==> src/hdl/gregorian_date_adder_macros.svh <==
// Assertion macros shared by the date adder.
`ifndef GREGORIAN_DATE_ADDER_MACROS_SVH
`define GREGORIAN_DATE_ADDER_MACROS_SVH

// The property must hold in the same cycle as the condition.
`define GDA_ASSERT_NOW(label, clk, rst, cond, prop) \
   label: assert property (@(posedge clk) disable iff (rst) (cond) |-> (prop)) \
      else $error("gregorian_date_adder: same-cycle check failed");

// The property must hold in the cycle after the condition.
`define GDA_ASSERT_NEXT(label, clk, rst, cond, prop) \
   label: assert property (@(posedge clk) disable iff (rst) (cond) |=> (prop)) \
      else $error("gregorian_date_adder: next-cycle check failed");

`endif

==> src/hdl/gda_pkg.sv <==
`timescale 1ns / 1ps

package gda_pkg;

   localparam logic [1:0] ACT_VALIDATE = 2'd0;
   localparam logic [1:0] ACT_YEARS    = 2'd1;
   localparam logic [1:0] ACT_MONTHS   = 2'd2;
   localparam logic [1:0] ACT_DAYS     = 2'd3;

   localparam logic [2:0] ST_OK     = 3'd0;
   localparam logic [2:0] ST_YEAR   = 3'd1;
   localparam logic [2:0] ST_MONTH  = 3'd2;
   localparam logic [2:0] ST_DAY    = 3'd3;
   localparam logic [2:0] ST_AMOUNT = 3'd4;

   localparam logic [13:0] YEAR_MIN = 14'd1900;
   localparam logic [13:0] YEAR_MAX = 14'd9999;

   localparam logic [3:0] JANUARY  = 4'd1;
   localparam logic [3:0] FEBRUARY = 4'd2;
   localparam logic [3:0] DECEMBER = 4'd12;

   localparam logic [4:0] FEB_LEAP_LEN = 5'd29;
   localparam logic [4:0] FEB_LEN      = 5'd28;

   localparam logic signed [10:0] YEAR_STEP_MAX  = 11'sd2;
   localparam logic signed [10:0] MONTH_STEP_MAX = 11'sd24;
   localparam logic signed [10:0] DAY_STEP_MAX   = 11'sd730;

   // Year / 100 is taken as (year * 5243) >> 19, exact for every 14-bit year.
   localparam logic [12:0] RECIP_100   = 13'd5243;
   localparam int          RECIP_SHIFT = 19;
   localparam logic [14:0] CENTURY     = 15'd100;

   // Month lengths of a common year; codes above December read as zero.
   localparam logic [4:0] MONTH_LEN [16] = '{
      5'd0, 5'd31, 5'd28, 5'd31, 5'd30, 5'd31, 5'd30, 5'd31,
      5'd31, 5'd30, 5'd31, 5'd30, 5'd31, 5'd0, 5'd0, 5'd0
   };

   typedef struct packed {
      logic [3:0]  month;
      logic [4:0]  day;
      logic [13:0] year;
      logic [2:0]  status;
   } gda_result_type;

   function automatic logic [4:0] days_in(input logic [3:0] month, input logic leap);
      logic [4:0] len;
      if (month == FEBRUARY) begin
         len = leap ? FEB_LEAP_LEN : FEB_LEN;
      end else begin
         len = MONTH_LEN[month];
      end
      return len;
   endfunction

   function automatic logic [2:0] check_date(input logic [3:0] month, input logic [4:0] day,
                                             input logic [13:0] year, input logic leap);
      logic [2:0] st;
      if (year < YEAR_MIN || year > YEAR_MAX) begin
         st = ST_YEAR;
      end else if (month < JANUARY || month > DECEMBER) begin
         st = ST_MONTH;
      end else if (day == 5'd0 || day > days_in(month, leap)) begin
         st = ST_DAY;
      end else begin
         st = ST_OK;
      end
      return st;
   endfunction

endpackage

==> src/hdl/gda_leap.sv <==
`timescale 1ns / 1ps

module gda_leap import gda_pkg::*; (
   input  logic        clock,
   input  logic [13:0] year,
   output logic        leap
);

   logic [26:0] prod;
   logic [7:0]  cent_in;
   logic [7:0]  cent_ff;
   logic [13:0] year_ff;
   logic [14:0] cent_scaled;
   logic [13:0] rem;
   logic        leap_in;
   logic        leap_ff;

   assign prod    = {13'd0, year} * {14'd0, RECIP_100};
   assign cent_in = prod[RECIP_SHIFT +: 8];

   assign cent_scaled = {7'd0, cent_ff} * CENTURY;
   assign rem         = year_ff - cent_scaled[13:0];

   // Leap when divisible by 4 but not 100, or when divisible by 400.
   assign leap_in = ((year_ff[1:0] == 2'd0) && (rem != 14'd0)) ||
                    ((rem == 14'd0) && (cent_ff[1:0] == 2'd0));

   always_ff @(posedge clock) begin
      cent_ff <= cent_in;
      year_ff <= year;
      leap_ff <= leap_in;
   end

   assign leap = leap_ff;

endmodule

==> src/hdl/gda_ctrl.sv <==
`timescale 1ns / 1ps

module gda_ctrl import gda_pkg::*; (
   input  logic                  clock,
   input  logic                  reset,
   input  logic                  req_valid,
   output logic                  req_ready,
   input  logic [1:0]            req_action,
   input  logic [3:0]            req_in_month,
   input  logic [4:0]            req_in_day,
   input  logic [13:0]           req_in_year,
   input  logic signed [10:0]    req_amount,
   input  logic                  slot_free,
   output logic                  done,
   output gda_result_type        result
);

   typedef enum logic [5:0] {
      S_IDLE     = 6'b000001,
      S_LEAP_A   = 6'b000010,
      S_LEAP_B   = 6'b000100,
      S_CHECK_IN = 6'b001000,
      S_STEP     = 6'b010000,
      S_FINAL    = 6'b100000
   } state_type;

   state_type          state_ff, state_in;
   state_type          ret_ff, ret_in;
   logic [1:0]         action_ff, action_in;
   logic [3:0]         month_ff, month_in;
   logic [4:0]         day_ff, day_in;
   logic [13:0]        year_ff, year_in;
   logic signed [10:0] amount_ff, amount_in;
   logic [2:0]         status_ff, status_in;
   logic [9:0]         count_ff, count_in;
   logic               down_ff, down_in;

   logic               leap;
   logic [4:0]         dim;
   logic [2:0]         start_st;
   logic [5:0]         mt;
   logic [2:0]         mq;
   logic [5:0]         mr;
   logic [10:0]        magnitude;
   logic [4:0]         day_fix;
   logic [2:0]         final_st;

   gda_leap u_leap (
      .clock (clock),
      .year  (year_ff),
      .leap  (leap)
   );

   assign dim      = days_in(month_ff, leap);
   assign start_st = check_date(month_ff, day_ff, year_ff, leap);

   // Zero-based target month plus two years of bias, 0 to 59 for every amount within MONTH_STEP_MAX.
   assign mt = {2'b00, month_ff} + amount_ff[5:0] + 6'd23;

   always_comb begin
      if (mt >= 6'd48) begin
         mq = 3'd4;
      end else if (mt >= 6'd36) begin
         mq = 3'd3;
      end else if (mt >= 6'd24) begin
         mq = 3'd2;
      end else if (mt >= 6'd12) begin
         mq = 3'd1;
      end else begin
         mq = 3'd0;
      end
   end

   assign mr        = mt - ({3'd0, mq} * 6'd12);
   assign magnitude = amount_ff[10] ? (~amount_ff + 11'd1) : amount_ff;

   assign day_fix  = ((action_ff == ACT_MONTHS) && (day_ff > dim)) ? dim : day_ff;
   assign final_st = (status_ff != ST_OK) ? status_ff
                                          : check_date(month_ff, day_fix, year_ff, leap);

   always_comb begin
      state_in  = state_ff;
      ret_in    = ret_ff;
      action_in = action_ff;
      month_in  = month_ff;
      day_in    = day_ff;
      year_in   = year_ff;
      amount_in = amount_ff;
      status_in = status_ff;
      count_in  = count_ff;
      down_in   = down_ff;
      done      = 1'b0;
      case (state_ff)
         S_IDLE: begin
            if (req_valid) begin
               action_in = req_action;
               month_in  = req_in_month;
               day_in    = req_in_day;
               year_in   = req_in_year;
               amount_in = req_amount;
               status_in = ST_OK;
               ret_in    = S_CHECK_IN;
               state_in  = S_LEAP_A;
            end
         end
         S_LEAP_A: begin
            state_in = S_LEAP_B;
         end
         S_LEAP_B: begin
            state_in = ret_ff;
         end
         S_CHECK_IN: begin
            state_in = S_FINAL;
            if (start_st != ST_OK) begin
               status_in = start_st;
            end else begin
               case (action_ff)
                  ACT_YEARS: begin
                     if (amount_ff > YEAR_STEP_MAX || amount_ff < -YEAR_STEP_MAX) begin
                        status_in = ST_AMOUNT;
                     end else begin
                        year_in  = year_ff + {{3{amount_ff[10]}}, amount_ff};
                        ret_in   = S_FINAL;
                        state_in = S_LEAP_A;
                     end
                  end
                  ACT_MONTHS: begin
                     if (amount_ff > MONTH_STEP_MAX || amount_ff < -MONTH_STEP_MAX) begin
                        status_in = ST_AMOUNT;
                     end else begin
                        month_in = mr[3:0] + 4'd1;
                        year_in  = year_ff + {11'd0, mq} - 14'd2;
                        ret_in   = S_FINAL;
                        state_in = S_LEAP_A;
                     end
                  end
                  ACT_DAYS: begin
                     if (amount_ff > DAY_STEP_MAX || amount_ff < -DAY_STEP_MAX) begin
                        status_in = ST_AMOUNT;
                     end else begin
                        count_in = magnitude[9:0];
                        down_in  = amount_ff[10];
                        state_in = S_STEP;
                     end
                  end
                  default: begin
                     state_in = S_FINAL;
                  end
               endcase
            end
         end
         S_STEP: begin
            if (count_ff == 10'd0) begin
               state_in = S_FINAL;
            end else begin
               count_in = count_ff - 10'd1;
               if (!down_ff) begin
                  if (day_ff >= dim) begin
                     day_in = 5'd1;
                     if (month_ff == DECEMBER) begin
                        month_in = JANUARY;
                        year_in  = year_ff + 14'd1;
                        ret_in   = S_STEP;
                        state_in = S_LEAP_A;
                     end else begin
                        month_in = month_ff + 4'd1;
                     end
                  end else begin
                     day_in = day_ff + 5'd1;
                  end
               end else begin
                  if (day_ff == 5'd1) begin
                     if (month_ff == JANUARY) begin
                        month_in = DECEMBER;
                        day_in   = MONTH_LEN[DECEMBER];
                        year_in  = year_ff - 14'd1;
                        ret_in   = S_STEP;
                        state_in = S_LEAP_A;
                     end else begin
                        month_in = month_ff - 4'd1;
                        day_in   = days_in(month_ff - 4'd1, leap);
                     end
                  end else begin
                     day_in = day_ff - 5'd1;
                  end
               end
            end
         end
         S_FINAL: begin
            if (slot_free) begin
               done     = 1'b1;
               state_in = S_IDLE;
            end
         end
         default: begin
            state_in = S_IDLE;
         end
      endcase
   end

   always_ff @(posedge clock) begin
      if (reset) begin
         state_ff <= S_IDLE;
         ret_ff   <= S_CHECK_IN;
      end else begin
         state_ff <= state_in;
         ret_ff   <= ret_in;
      end
      action_ff <= action_in;
      month_ff  <= month_in;
      day_ff    <= day_in;
      year_ff   <= year_in;
      amount_ff <= amount_in;
      status_ff <= status_in;
      count_ff  <= count_in;
      down_ff   <= down_in;
   end

   assign req_ready = (state_ff == S_IDLE);

   always_comb begin
      if (final_st == ST_OK) begin
         result.month = month_ff;
         result.day   = day_fix;
         result.year  = year_ff;
      end else begin
         result.month = 4'd0;
         result.day   = 5'd0;
         result.year  = 14'd0;
      end
      result.status = final_st;
   end

endmodule

==> src/hdl/gregorian_date_adder.sv <==
// Gregorian date adder: each word accepted on req_ carries a month/day/year date, a signed
// amount and an action (validate, add years, add months, add days) and yields exactly one
// word on rsp_ with the new date and a status; the date fields are zero whenever the status
// is not ok. The block works on one word at a time and drops req_ready from acceptance until
// its result is handed to the output register. Validate and error cases pass through the
// leap states, the input check and the final state; year and month adds pass through the
// leap states once more after the check; a day add steps once per unit of |amount| and
// passes through the leap states again at every year boundary. The day add walks the
// calendar one day per cycle, pausing at each new year for the registered leap-year unit.
// A finished result waits in the output register while the next word is accepted.
`timescale 1ns / 1ps
`include "gregorian_date_adder_macros.svh"

module gregorian_date_adder import gda_pkg::*; (
   input  logic               clock,
   input  logic               reset,
   input  logic               req_valid,
   output logic               req_ready,
   input  logic [1:0]         req_action,
   input  logic [3:0]         req_in_month,
   input  logic [4:0]         req_in_day,
   input  logic [13:0]        req_in_year,
   input  logic signed [10:0] req_amount,
   output logic               rsp_valid,
   input  logic               rsp_ready,
   output logic [3:0]         rsp_out_month,
   output logic [4:0]         rsp_out_day,
   output logic [13:0]        rsp_out_year,
   output logic [2:0]         rsp_status
);

   logic           slot_free;
   logic           done;
   gda_result_type result;
   gda_result_type result_ff, result_in;
   logic           rsp_valid_ff, rsp_valid_in;
   logic           date_zero;
   logic           date_legal;

   gda_ctrl u_ctrl (
      .clock        (clock),
      .reset        (reset),
      .req_valid    (req_valid),
      .req_ready    (req_ready),
      .req_action   (req_action),
      .req_in_month (req_in_month),
      .req_in_day   (req_in_day),
      .req_in_year  (req_in_year),
      .req_amount   (req_amount),
      .slot_free    (slot_free),
      .done         (done),
      .result       (result)
   );

   assign slot_free    = !rsp_valid_ff || rsp_ready;
   assign rsp_valid_in = done || (rsp_valid_ff && !rsp_ready);
   assign result_in    = done ? result : result_ff;

   always_ff @(posedge clock) begin
      if (reset) begin
         rsp_valid_ff <= 1'b0;
      end else begin
         rsp_valid_ff <= rsp_valid_in;
      end
      result_ff <= result_in;
   end

   assign rsp_valid     = rsp_valid_ff;
   assign rsp_out_month = result_ff.month;
   assign rsp_out_day   = result_ff.day;
   assign rsp_out_year  = result_ff.year;
   assign rsp_status    = result_ff.status;

   assign date_zero  = (rsp_out_month == 4'd0) && (rsp_out_day == 5'd0) &&
                       (rsp_out_year == 14'd0);
   assign date_legal = (rsp_out_month >= JANUARY) && (rsp_out_month <= DECEMBER) &&
                       (rsp_out_day != 5'd0) && (rsp_out_year >= YEAR_MIN) &&
                       (rsp_out_year <= YEAR_MAX);

   `GDA_ASSERT_NEXT(a_busy_after_accept, clock, reset, req_valid && req_ready, !req_ready)
   `GDA_ASSERT_NOW(a_error_zeroes_date, clock, reset, rsp_valid && rsp_status != ST_OK, date_zero)
   `GDA_ASSERT_NOW(a_ok_date_in_range, clock, reset, rsp_valid && rsp_status == ST_OK, date_legal)
   `GDA_ASSERT_NOW(a_status_code, clock, reset, rsp_valid, rsp_status <= ST_AMOUNT)

endmodule
==> config.mk <==
export PLATFORM = sky130hd
export DESIGN_NAME = gregorian_date_adder
export DESIGN_NICKNAME = d
export VERILOG_FILES = /design/src/hdl/gda_pkg.sv /design/src/hdl/gda_leap.sv /design/src/hdl/gda_ctrl.sv /design/src/hdl/gregorian_date_adder.sv
export VERILOG_INCLUDE_DIRS = /design/src /design/src/hdl
export SDC_FILE = /design/constraint.sdc
export NUM_CORES = 1
export LEC_CHECK = 0
export BUFFER_PORTS_ARGS = -buffer_cell sky130_fd_sc_hd__buf_2
export CAP_MARGIN = 20
export CORE_ASPECT_RATIO = 1.5
export CORE_MARGIN = 2
export CORE_UTILIZATION = 61
export DETAILED_ROUTE_END_ITERATION = 10
export GPL_TIMING_DRIVEN = 0
export PLACE_DENSITY = 0.77
export SLEW_MARGIN = 0
export SYNTH_ARGS = -nofsm -noshare
export SYNTH_HDL_FRONTEND = slang
export SYNTH_SLANG_ARGS = --single-unit
==> constraint.sdc <==
create_clock -name clock -period 5.84 [get_ports clock]
set_input_delay 0.292 -clock clock [delete_from_list [all_inputs] [get_ports clock]]
set_output_delay 0.292 -clock clock [all_outputs]
set_load 0.05 [all_outputs]
**Yosys cells after proc, flatten, opt, wreduce, memory -nomap -nowiden**

Memories as Yosys holds them, arrays and structs flattened.
Cells that the tools add are included.

- Register bits after elaboration: 112
- Memory bits (read-only): 160
- Bits of input ports: 40
- Output and inout bits: 28
- Memories kept: 2

- Add/subtract/negate cells: 16
- Multiply operators: 3
- Order comparisons: 20
- Equality and inequality tests: 37
- Multiplexer cells: 92
- Bitwise logic cells: 5
- Reductions and logical operators: 38

Memory list:

| memory | words | width | rd ports | clocked after Yosys merged registers in | write ports | RTL line | source |
|---|---|---|---|---|---|---|---|
| (name not given) | 16 | 5 | 1 | 0 | 0 | gda_pkg.sv:53 | `len = MONTH_LEN[month];` |
| (name not given) | 16 | 5 | 1 | 0 | 0 | gda_pkg.sv:53 |  |

Operators with widths:

| cell | number |
|---|---|
| 2-to-1 mux 14 bit | 10 |
| 2-to-1 mux 6 bit | 22 |
| 2-to-1 mux 5 bit | 15 |
| 2-to-1 mux 10 bit | 5 |
| one-hot mux 14 bit (3 select lines) | 1 |
| 2-to-1 mux 4 bit | 10 |
| 2-to-1 mux 3 bit | 13 |
| one-hot mux 6 bit (3 select lines) | 2 |
| one-hot mux 6 bit (6 select lines) | 1 |
| one-hot mux 14 bit (2 select lines) | 1 |
| multiplier 14 x 13 -> 27 bit, second input constant | 1 |
| one-hot mux 10 bit (2 select lines) | 1 |
| greater-than comparator 5 bit | 3 |
| adder 14 x 1 -> 14 bit, second input constant | 1 |
| adder 14 bit | 1 |
| adder 14 x 3 -> 14 bit | 1 |
| greater-than comparator 14 bit, second input constant | 1 |
| logical NOT 14 bit | 1 |
| less-than comparator 14 x 11 -> 1 bit, second input constant | 1 |
| nonzero test 14 bit | 1 |
| subtractor 14 x 1 -> 14 bit, second input constant | 1 |
| subtractor 14 bit | 1 |
| subtractor 14 x 2 -> 14 bit, second input constant | 1 |
| >= comparator 6 bit, second input constant | 2 |
| other kinds (70) | 114 |

**Depth between registers and ports, before layout**

- Depth in word-level cells: 15
- Depth in mapped cells: 24

**Hierarchy**

A second synthesis with hierarchy kept.

- Cells, all modules: 1335
- Area total of the unflattened synthesis: 12489.5 um2

Modules (own cells, without submodules):

| module | instances | cells each | area an instance (um2) |
|---|---|---|---|
| gda_ctrl | 1 | 809 | 6752.7 |
| gda_leap | 1 | 496 | 4909.7 |
| gregorian_date_adder | 1 | 30 | 827.0 |

**Least setup slack after synthesis**

No wires, ideal clock.

- Path kind: register to register
- Start point: register u_ctrl.month_ff[0]
- End point: register u_ctrl.year_ff[13] (data pin)
- Setup time: 274 ps
- Arrival time: 4582 ps
- Data required time: 5566 ps
- Slack: 984 ps
- Cell stages (with the launch flop): 23
- Clock period less this slack: 4856 ps
- Cells stage by stage: edfxtp_1 inv_1 ha_1 inv_1 ha_1 fa_1 a21o_1 a21oi_1 xnor2_1 nand2b_1 a21o_1 a21oi_1 inv_1 ha_1 ha_1 fa_1 a21o_1 a21oi_1 o21ai_0 a311oi_1 a31oi_1 a22oi_1 o221ai_1

- Word-level cells in the longest chain between the ends: 13
- Elaborated cells on any way between the ends: 16
- Classes of those cells: add/sub (4); order compare (4); mux (8)

Ends and longest elaborated chain:

| element | RTL line | source |
|---|---|---|
| start: declaration | gda_ctrl.sv:30 | `logic [3:0] month_ff, month_in;` |
| start signal: assignment | gda_ctrl.sv:210 | `month_ff <= month_in;` |
| adder 4 x 6 -> 6 bit (*) | gda_ctrl.sv:58 | `assign mt = {2'b00, month_ff} + amount_ff[5:0] + 6'd23;` |
| adder 6 x 5 -> 6 bit (*) | gda_ctrl.sv:58 |  |
| >= comparator 6 x 4 -> 1 bit | gda_ctrl.sv:67 | `end else if (mt >= 6'd12) begin` |
| 2-to-1 mux 1 bit | gda_ctrl.sv:67 |  |
| 2-to-1 mux 3 bit | gda_ctrl.sv:65 | `end else if (mt >= 6'd24) begin` |
| 2-to-1 mux 3 bit | gda_ctrl.sv:63 | `end else if (mt >= 6'd36) begin` |
| 2-to-1 mux 3 bit (*) | gda_ctrl.sv:61 | `if (mt >= 6'd48) begin` |
| adder 14 x 3 -> 14 bit (*) | gda_ctrl.sv:132 | `year_in = year_ff + {11'd0, mq} - 14'd2;` |
| subtractor 14 x 2 -> 14 bit (*) | gda_ctrl.sv:132 |  |
| 2-to-1 mux 14 bit (*) | gda_ctrl.sv:128 | `if (amount_ff > MONTH_STEP_MAX \|\| amount_ff < -MONTH_STEP_MAX) begin` |
| one-hot mux 14 bit (2 select lines) (*) | gda_ctrl.sv:117 | `case (action_ff)` |
| 2-to-1 mux 14 bit (*) | gda_ctrl.sv:114 | `if (start_st != ST_OK) begin` |
| one-hot mux 14 bit (3 select lines) (*) | gda_ctrl.sv:93 | `case (state_ff)` |
| net u_ctrl.year_in[13] | gda_ctrl.sv:32 | `logic [13:0] year_ff, year_in;` |
| end signal: assignment | gda_ctrl.sv:212 | `year_ff <= year_in;` |
| end: declaration | gda_ctrl.sv:32 |  |

Mark *: on every way through the listed nets, which the timed path passes. The rest lies on a longest branch. The select of a mux whose other input is x is not followed.
A chain may end at the register's enable or synchronous reset.

**Worst setup path after layout**

- Start point: register u_ctrl.year_ff[11]
- End point: register u_ctrl.u_leap.cent_ff[5]

- Word-level cells in the longest chain between the ends: 1

Ends and longest elaborated chain:

| element | RTL line | source |
|---|---|---|
| multiplier 14 x 13 -> 27 bit | gda_leap.sv:18 | `assign prod = {13'd0, year} * {14'd0, RECIP_100};` |
| net u_ctrl.u_leap.prod[24] | gda_leap.sv:9 | `logic [26:0] prod;` |
| end signal: assignment | gda_leap.sv:29 | `cent_ff <= cent_in;` |
| end: declaration | gda_leap.sv:11 | `logic [7:0] cent_ff;` |

The timed path passes the listed nets, and every way through them passes these cells.

==> flow_summary.ini <==
[synth]
yosysSeqAreaShare_pct = 24.4
yosys_most_used_dff = edfxtp_1
yosys_warnings = 0
synth_cell_types = 76
netlist_instances = 1278
synth_edf_count = 76
postSynthAreaPerCell_um2 = 9.43
synth.ff_latch_count = 109
synthArstFlopShare_pct = 0
netlist_area_um2 = 12100
syn_nets = 1605

[global_routing]
grt_pass1_wl_um = 48200
antenna_found_initial = 0
grt_start_max_net_pins = 20
grt_pass1_vias = 9865
gr-total-overflow = 0
grt_use_total_pct = 29.4

[final_layout]
layout_common_cells = ha_1, inv_1, edfxtp_1
fillers = 1641
antennaDiodeCount = 0
syn_to_final_growth_pct = 8.49
finalNonFillerCells = 1623
drive_above_1_share_pct = 8.66
final_common_cell = ha_1
finalNetCount = 1685

[sta]
tightestPinTransition_ns = 0.819
finalMaxSlewViolations = 0
finalCriticalPeriod_ns = 5.54
setup_violations = 0
fin_skew_ns = 0.0146
fmax_mhz = 180
setup_tns_ns = 0
rsz0062_at_grt = false
finalHoldViolCount = 0
slew_headroom_pct = 44.8
post-route-period-util_pct = 94.9

[worst_setup_path]
cp-end-kind = register
cp_max_fo = 11
critPathSlowestCell = edfxtp_1
critPathLaunchType = register
crit_path_cell_trace = inv_1, fa_1, inv_1, fa_1, inv_1, fa_1, fa_1, inv_1, ha_1, a211o_1, a21oi_1, nand4b_1, a211oi_1, nor2_1, a21o_1, a211oi_1, nor2_1
max_stage_delay_ns = 0.83
cp_data_required_time_ns = 6.10
path_class = register to register
arrival_ns = 5.80

[drt]
dr.pass1.iters = 5
vias = 9607
drcViolationCount = 0
drt_iter0_drc = 610
via_per_inst = 5.92
wl_um = 29600
wl_per_cell_um = 18.3
ant_nets = 0

[hold_path]
hold_class = input port to register

[clock_tree]
numCtsBuffers = 9
clk_transition_reported_paths_ns = 0.08
clockBufferDepth = 2
clkSinkCount = 109
h-tree-depth = 3
clock_latency_ns = 0.38
cts_tree = built
root_buffer = clkbuf_16
cts_hold_buffers = 0

[die]
die_y_um = 176
row_count = 63
ioPinCount = 68
core_area_um2 = 19500
start_util_pct = 61.7
die_w_um = 119
design.die.area_um2 = 20900

[placed_design]
place.port_buffers = 67
place_congestion = 0.981
place_inst = 1606
dpl.hpwl_um = 24000

[job]
cap_violations = 0

[run_status]
status = finished clean
[stage by stage]
| step | hold WS [ns] | cell area [um^2] | util, % | setup slack, ns |
|---|---|---|---|---|
| finish | 0.0933 | 13100 | 66.9 | 0.296 |
| global route | 0.0927 | 13100 | 66.9 | 0.0430 |
| CTS | 0.0875 | 13100 | 66.8 | 0.0902 |
| detailed placement | 0.404 | 12700 | 65.2 | 0.131 |
| global placement | 0.400 | 12700 | 65.1 | 0.129 |
| floorplan | 0.384 | 12100 | - | 0.984 |
[cells in the mapped netlist, drive strengths merged, types with 21 or more instances]
cell type / count / share of area (%)
a21o: 31 / 1.9
nand3: 23 / 1.0
nor2: 73 / 2.3
xnor2: 56 / 4.1
ha: 217 / 23
inv: 175 / 5.4
clkbuf: 21 / 0.65
nor3: 24 / 1.0
nand2: 69 / 2.1
fa: 70 / 12
o21ai: 69 / 2.9
edfxtp: 76 / 19
a21oi: 76 / 3.2
and2: 30 / 1.6
dfxtp: 33 / 5.5
[flip-flops by register name, indices dropped and copies added (netlist names), 6 cells and up]
name	flops
u_ctrl.u_leap.cent_ff	8
rsp_out_year	14
u_ctrl.count_ff	10
u_ctrl.u_leap.year_ff	14
u_ctrl.amount_ff	11
u_ctrl.year_ff	14
u_ctrl.state_ff	6
[area by class of cell]
cell class,count,area [um^2],share of cell area (%)
sequential,109,2940,22.5
tap,260,325,2.49
multi-input combinational,969,8370,64.0
buffer,24,93.8,0.717
inverter,175,661,5.05
timing repair buffer,70,378,2.89
clock buffer,10,230,1.76
clock inverter,6,81.3,0.622
[critical path: cells and delay by family, from the launching register on]
| family | cells | cell delay, ns |
|---|---|---|
| AOI/OAI and AO/OA | 5 | 1.23 |
| adders and majority gates | 5 | 2.46 |
| buffers and inverters | 4 | 0.46 |
| DFF | 1 | 0.83 |
| and+or+nand+nor | 3 | 0.46 |
[kinds of logic after synthesis]
group / count (synthesis) / share of synthesized area (%)
and+or+nand+nor: 306 / 12.9
AOI/OAI and AO/OA: 294 / 16.1
adders and majority gates: 287 / 34.1
buffers and inverters: 200 / 6.26
DFF: 109 / 24.4
xor gates and xnor gates: 75 / 5.45
muxes: 7 / 0.675
[layer usage]
| metal | vias up | GRT usage, % | routed length [um] |
|---|---|---|---|
| li1 | 4672 | - | - |
| met1 | 4624 | 30.8 | 10800 |
| met2 | 233 | 56.8 | 16100 |
| met3 | 78 | 3.36 | 1140 |
| met4 | 0 | 15.4 | 1520 |
| met5 | - | 0 | 0 |
[timing repair]
action	in CTS	in global routing
buffers inserted	0	2
endpoints found under the setup margin	0	22
resized for setup	0	3
[final timing paths]
path	slack (ns)	cells after the start	startpoint	to
worst max-delay path	0.30	17	u_ctrl.year_ff[11]$_DFFE_PP_	u_ctrl.u_leap.cent_ff[5]$_DFF_P_
worst min-delay path	0.09	1	req_amount[1]	u_ctrl.amount_ff[1]$_DFFE_PP_
worst max register to register	0.30	17	u_ctrl.year_ff[11]$_DFFE_PP_	u_ctrl.u_leap.cent_ff[5]$_DFF_P_
worst min register to register	0.42	1	u_ctrl.u_leap.year_ff[1]$_DFF_P_	u_ctrl.u_leap.leap$_DFF_P_
Power is not shown: default switching activity piles up to over one toggle a cycle in this logic, so the estimate is an artifact.
